`config.mk`:
```
export PLATFORM = sky130hd
export DESIGN_NAME = reed_solomon_parity_encoder
export DESIGN_NICKNAME = d
export VERILOG_FILES = /design/src/rtl/core/rspe_pkg.sv /design/src/rtl/core/rspe_cell.sv /design/src/rtl/core/reed_solomon_parity_encoder.sv
export SDC_FILE = /design/constraint.sdc
export NUM_CORES = 2
export LEC_CHECK = 0
export BUFFER_PORTS_ARGS = -buffer_cell sky130_fd_sc_hd__buf_2
export CAP_MARGIN = 30
export CORE_AREA = 2 2 270 272
export DETAILED_ROUTE_END_ITERATION = 10
export DIE_AREA = 0 0 272 274
export GPL_ROUTABILITY_DRIVEN = 0
export HOLD_SLACK_MARGIN = 0.05
export PLACE_DENSITY_LB_ADDON = 0.15
export SYNTH_ARGS = -nofsm -noshare
export SYNTH_HDL_FRONTEND = slang
export SYNTH_HIERARCHICAL = 1
export SYNTH_SLANG_ARGS = --single-unit
```
`constraint.sdc`:
```
create_clock -name clk -period 3.8 [get_ports clk]
set_input_delay 0.38 -clock clk [delete_from_list [all_inputs] [get_ports clk]]
set_output_delay 0.38 -clock clk [all_outputs]
set_load 0.02 [all_outputs]
```
`src/rtl/core/rspe_pkg.sv`:
```
// ----------------------------------------------------------------------------
// rspe_pkg
// Shared constants, types and GF(2^16) arithmetic for the RS parity encoder.
// ----------------------------------------------------------------------------
package rspe_pkg;

    localparam int SYM_W          = 16;
    localparam int PARITY_SYMBOLS = 6;
    localparam int COEFF_COUNT    = 6;
    localparam int CFG_IDX_W      = 3;
    localparam int CNT_W          = $clog2(PARITY_SYMBOLS + 1);
    localparam int PROD_W         = 2 * SYM_W - 1;
    localparam int RED_N          = PROD_W - SYM_W;

    localparam logic [SYM_W:0] FIELD_POLY = 17'h103DD;

    typedef logic [SYM_W-1:0] sym_t;
    typedef logic [RED_N-1:0][SYM_W-1:0] red_tab_t;

    // Chain control: encode folds in the feedback, drain shifts parity out
    typedef struct packed {
        logic encode;
        logic drain;
    } cell_ctrl_t;

    // x^(16+k) mod field polynomial, k = 0 .. 14
    function automatic red_tab_t gf_red_table();
        red_tab_t        tab;
        logic [SYM_W:0]  x;
        tab = '0;
        x = {{SYM_W{1'b0}}, 1'b1};
        for (int k = 0; k < PROD_W; k++)
        begin
            if (k >= SYM_W)
                tab[k-SYM_W] = x[SYM_W-1:0];
            x = x << 1;
            if (x[SYM_W])
                x = x ^ FIELD_POLY;
        end
        return tab;
    endfunction

    localparam red_tab_t GF_RED = gf_red_table();

    // Carry-less product, then fold the high bits back with fixed residues
    function automatic sym_t gf_mul(input sym_t a, input sym_t b);
        logic [PROD_W-1:0] prod;
        sym_t              res;
        prod = '0;
        for (int j = 0; j < SYM_W; j++)
        begin
            if (b[j])
                prod = prod ^ ({{(PROD_W-SYM_W){1'b0}}, a} << j);
        end
        res = prod[SYM_W-1:0];
        for (int k = 0; k < RED_N; k++)
        begin
            if (prod[SYM_W+k])
                res = res ^ GF_RED[k];
        end
        return res;
    endfunction

endpackage

```
`src/rtl/core/rspe_cell.sv`:
```
// ----------------------------------------------------------------------------
// rspe_cell
// One stage of the parity divider: holds one remainder coefficient.
// ----------------------------------------------------------------------------
module rspe_cell
(
    input  logic                clk,
    input  logic                rst_n,
    input  rspe_pkg::cell_ctrl_t ctrl,
    input  rspe_pkg::sym_t      prev,
    input  rspe_pkg::sym_t      feedback,
    input  rspe_pkg::sym_t      coeff,
    output rspe_pkg::sym_t      q
);
    import rspe_pkg::*;

    sym_t q_reg;
    sym_t q_next;

    always_comb
    begin
        q_next = q_reg;
        if (ctrl.encode)
            q_next = prev ^ gf_mul(feedback, coeff);
        else if (ctrl.drain)
            q_next = prev;
    end

    always_ff @(posedge clk or negedge rst_n)
    begin
        if (!rst_n)
            q_reg <= '0;
        else
            q_reg <= q_next;
    end

    assign q = q_reg;

endmodule

```
`src/rtl/core/reed_solomon_parity_encoder.sv`:
```
// A message symbol is captured in the output register on its input transfer.
// Throughput: one message symbol per cycle while the output is free; the final
// symbol of a codeword is followed by PARITY_SYMBOLS parity transfers, one per
// cycle while the output is free, during which input is held off.
// Reset clears the remainder chain, the generator coefficients and the output valid.
// ----------------------------------------------------------------------------
// reed_solomon_parity_encoder
// Systematic RS encoder over GF(2^16): passthrough plus chained parity cells.
// ----------------------------------------------------------------------------
module reed_solomon_parity_encoder
(
    input  logic                            clk,
    input  logic                            rst_n,
    // configuration write
    input  logic                            cfg_valid,
    output logic                            cfg_ready,
    input  logic [rspe_pkg::CFG_IDX_W-1:0]  cfg_index,
    input  logic [rspe_pkg::SYM_W-1:0]      cfg_data,
    // message input
    input  logic                            s_tvalid,
    output logic                            s_tready,
    input  logic [rspe_pkg::SYM_W-1:0]      s_tdata,   // [15:0] symbol
    input  logic                            s_tlast,   // final_symbol
    // codeword output
    output logic                            m_tvalid,
    input  logic                            m_tready,
    output logic [rspe_pkg::SYM_W-1:0]      m_tdata,   // [15:0] code_symbol
    output logic                            m_tuser,   // [0] is_parity
    output logic                            m_tlast    // end_of_codeword
);
    import rspe_pkg::*;

    sym_t coeff_reg [COEFF_COUNT];

    sym_t             cell_q [PARITY_SYMBOLS];
    sym_t             feedback;
    cell_ctrl_t       ctrl;

    logic             out_valid_reg;
    sym_t             out_sym_reg;
    logic             out_par_reg;
    logic             out_end_reg;
    logic [CNT_W-1:0] drain_cnt_reg;
    logic [CNT_W-1:0] drain_cnt_next;

    logic out_free;
    logic in_xfer;
    logic draining;
    logic drain_step;

    // coefficient registers; indices beyond the list fall through
    assign cfg_ready = 1'b1;

    always_ff @(posedge clk or negedge rst_n)
    begin
        if (!rst_n)
        begin
            for (int i = 0; i < COEFF_COUNT; i++)
                coeff_reg[i] <= '0;
        end
        else if (cfg_valid)
        begin
            for (int i = 0; i < COEFF_COUNT; i++)
            begin
                if (cfg_index == CFG_IDX_W'(i))
                    coeff_reg[i] <= cfg_data;
            end
        end
    end

    assign out_free   = !out_valid_reg || m_tready;
    assign draining   = (drain_cnt_reg != '0);
    assign s_tready   = out_free && !draining;
    assign in_xfer    = s_tvalid && s_tready;
    assign drain_step = draining && out_free;

    assign feedback    = s_tdata ^ cell_q[PARITY_SYMBOLS-1];
    assign ctrl.encode = in_xfer;
    assign ctrl.drain  = drain_step;

    for (genvar g = 0; g < PARITY_SYMBOLS; g++)
    begin : g_cell
        sym_t prev;
        if (g == 0)
        begin : g_head
            assign prev = '0;
        end
        else
        begin : g_link
            assign prev = cell_q[g-1];
        end

        rspe_cell u_cell
        (
            .clk      (clk),
            .rst_n    (rst_n),
            .ctrl     (ctrl),
            .prev     (prev),
            .feedback (feedback),
            .coeff    (coeff_reg[g]),
            .q        (cell_q[g])
        );
    end

    always_comb
    begin
        drain_cnt_next = drain_cnt_reg;
        if (in_xfer && s_tlast)
            drain_cnt_next = CNT_W'(PARITY_SYMBOLS);
        else if (drain_step)
            drain_cnt_next = drain_cnt_reg - 1'b1;
    end

    // output register: control
    always_ff @(posedge clk or negedge rst_n)
    begin
        if (!rst_n)
        begin
            out_valid_reg <= 1'b0;
            drain_cnt_reg <= '0;
        end
        else
        begin
            drain_cnt_reg <= drain_cnt_next;
            if (in_xfer || drain_step)
                out_valid_reg <= 1'b1;
            else if (m_tready)
                out_valid_reg <= 1'b0;
        end
    end

    // output register: payload; parity leaves from the top cell
    always_ff @(posedge clk)
    begin
        if (in_xfer)
        begin
            out_sym_reg <= s_tdata;
            out_par_reg <= 1'b0;
            out_end_reg <= 1'b0;
        end
        else if (drain_step)
        begin
            out_sym_reg <= cell_q[PARITY_SYMBOLS-1];
            out_par_reg <= 1'b1;
            out_end_reg <= (drain_cnt_reg == CNT_W'(1));
        end
    end

    assign m_tvalid = out_valid_reg;
    assign m_tdata  = out_sym_reg;
    assign m_tuser  = out_par_reg;
    assign m_tlast  = out_end_reg;

endmodule

```
==> flow_summary.yaml <==
logic_synthesis:
  synth.area.mux_share_pct: 5.19
  yosysSeqAreaShare_pct: 15.2
  synth_edf_count: 16
  yosysWarnings: 6
  async_flop_share_pct: 91.6
  netlist_instances: 4346
  avgSynthCellArea_um2: 8.19
  synth_top_family_by_area: "XOR/XNOR gates"
  synth_flop_cell: "dfrtp_1"
  synthSimpleGateAreaFrac_pct: 18.0
  ys_seq_elements: 214
  synthAdderAreaFrac_pct: 0.105
  yosysUniqueCellTypes: 47
  synth_area_um2: 35600
  synth-compound-area-share_pct: 2.73
  synth_xor_area_share_pct: 52.3
detailed_routing:
  route.detailed.drc: 0
  antenna_left: 0
  totalWireLength_um: 117000
  initialDrtViolationCount: 2458
  avgRoutedWirePerCell_um: 22.4
  viasPerCell: 5.40
  vias: 28048
  dr.pass1.iters: 5
status:
  outcome: "finished, final reports clean"
critical_path:
  cp-end-kind: "flop"
  cp.required_ns: 4.28
  reg2reg_depth: 10
  r2r-end: "g_cell[1].u_cell/q[14]"
  crit_fanout: 32
  arrival_ns: 4.04
  rrSetupSlack_ns: 0.24
  start_kind: "flop"
  r2r_start: "g_cell[5].u_cell/q[12]"
  crit_type: "reg -> reg"
sta:
  rsz0062_at_grt: "no"
  fmax_mhz: 281
  setup_tns_ns: 0
  clock_skew_ns: 0.0501
  slew_violations: 0
  post-route-period-util_pct: 93.6
  setup-violations-final: 0
  worst_pin_slew_ns: 0.851
  slew_headroom_pct: 43.1
  fin_crit_ns: 3.56
  hold_viol: 0
clock_network:
  cts_setup_buffers: 0
  cts_sinks: 214
  htreeDepth: 1
  root_buffer: "clkbuf_16"
  clk_latency_ns: 0.60
  cts_tree: "built"
  path_clk_slew_ns: 0.06
  cts-buffers-inserted: 28
  clk_path_buf_depth: 3
global_route:
  antenna_found_initial: 4
  grt_pass1_wl_um: 177000
  grt_remaining_overflow: 0
  grt_pass1_vias: 27407
  track_usage_pct: 31.1
  grt_start_max_net_pins: 81
final_layout:
  drive_above_1_share_pct: 12.6
  diodes: 0
  final_cells: 5198
  finalNetCount: 4262
  areaGrowthSynthToFinish_pct: 7.05
placement:
  place_hpwl_um: 79200
  io_buffer_count: 60
  placed_cells: 5144
floorplanning:
  dieHeight_um: 274
  die_w_um: 272
  start_util_pct: 49.4
  dieArea_um2: 74500
  io_pins: 62
  rows: 99
  coreArea_um2: 72000
hold_path:
  whs_path_depth: 2
  min_delay_worst_endpoint: "m_tdata[9]"
  hold_path.class: "in -> reg"
  hp-start: "s_tdata[9]"
flow_run:
  maxCapViolCount: 0
synth_stat cells, types with 8 or more instances:
master | instances | area [um2]
xor2_1 | 424 | 3710
buf_2 | 86 | 430
mux2_2 | 107 | 1200
buf_6 | 31 | 349
a21oi_1 | 68 | 340
inv_1 | 9 | 33.8
a211oi_1 | 60 | 450
mux2_4 | 10 | 150
buf_4 | 45 | 338
o21ai_0 | 9 | 45.0
xnor3_2 | 30 | 713
xnor2_2 | 60 | 976
clkbuf_1 | 162 | 608
dfrtp_1 | 196 | 4900
xor2_2 | 12 | 195
edfxtp_1 | 16 | 480
mux2i_1 | 48 | 480
nor2_1 | 8 | 30.0
xnor3_1 | 168 | 3780
xnor2_1 | 1038 | 9090
nor2b_1 | 62 | 388
nand2_1 | 1543 | 5790
clkbuf_2 | 102 | 510
layer usage:
metal	track usage, %	up-vias	wire, um
li1	-	13018	-
met5	0	-	0
met4	10.7	0	4230
met2	51.2	1123	54300
met1	42.6	13722	50400
met3	3.08	185	7750
cell families (layout without fill, tap and decap cells):
group / count (synthesis) / count (layout)
XOR/XNOR: 1738 / 1738
AND/OR/NAND/NOR: 1633 / 1633
buffers and inverters: 436 / 298
flip-flops: 214 / 214
multiplexers: 166 / 166
AO/OA/AOI/OAI: 154 / 154
adder cells (fa/ha/maj): 3 / 3
other: 2 / 33
worst max-delay path, cell delays in order, from the launching register on:
cell and delay (ns):
dfrtp_1 0.47, xor2_4 0.50, buf_12 0.29, nand2_1 0.10, xnor3_1 0.35, xnor3_1 0.59, xor2_1 0.22, xnor3_2 0.30
xnor2_1 0.18, mux2_2 0.28, a21oi_1 0.15
through the flow:
stage          utilization, %  cell area [um2]  hold WS (ns)  setup slack [ns]
2_1_floorplan               -            35700        0.0844             0.296
6_report                 52.9            38100         0.169             0.242
3_3_place_gp             51.5            37100         0.427             0.266
5_1_grt                  52.9            38100         0.174            0.0253
3_5_place_dp             51.5            37100         0.424             0.238
4_1_cts                  52.9            38100         0.152             0.237
cells in the final DEF (no fill, tap or decap), types with 29 or more instances in the layout:
master / Yosys / final
mux2_2: 107 / 107
xnor3_1: 168 / 168
a21oi_1: 68 / 68
nand2_1: 1543 / 1543
clkbuf_16: 0 / 29
buf_12: 0 / 40
xor2_1: 424 / 408
conb_1: 2 / 33
xnor2_1: 1038 / 1038
xnor2_2: 60 / 60
nor2b_1: 62 / 62
a211oi_1: 60 / 60
buf_2: 86 / 59
mux2i_1: 48 / 48
buf_4: 45 / 135
dfrtp_1: 196 / 196
xnor3_2: 30 / 30
worst max-delay path by stage:
stage	to	depth (start not counted)	slack, ns	start
5_1_grt	g_cell[0].u_cell/q[14]	10	0.03	g_cell[5].u_cell/q[12]
3_5_place_dp	g_cell[4].u_cell/q[1]	13	0.24	s_tdata[12]
3_3_place_gp	g_cell[4].u_cell/q[1]	13	0.27	s_tdata[12]
4_1_cts	g_cell[1].u_cell/q[14]	10	0.24	g_cell[5].u_cell/q[12]
2_1_floorplan	g_cell[1].u_cell/q[10]	8	0.30	drain_cnt_reg[0]
6_report	g_cell[1].u_cell/q[14]	10	0.24	g_cell[5].u_cell/q[12]
final cells by class:
type | instances | area (um2)
clock buffers | 38 | 790
fillers | 6838 | 33900
well taps | 959 | 1200
flip-flops and latches | 214 | 5430
repair buffers | 238 | 2150
multi-input cells | 3727 | 28300
clock inverters | 13 | 184
inverters | 9 | 38.8
repair_timing:
| action | CTS | global route |
|---|---|---|
| endpoints found under the setup margin | 0 | 0 |
| endpoints found under the hold margin | 81 | 0 |
| hold buffers | 3 | 0 |
| resized for setup | 0 | 0 |
Power is not shown: default switching activity piles up to over one toggle a cycle in this logic, so the estimate is an artifact.
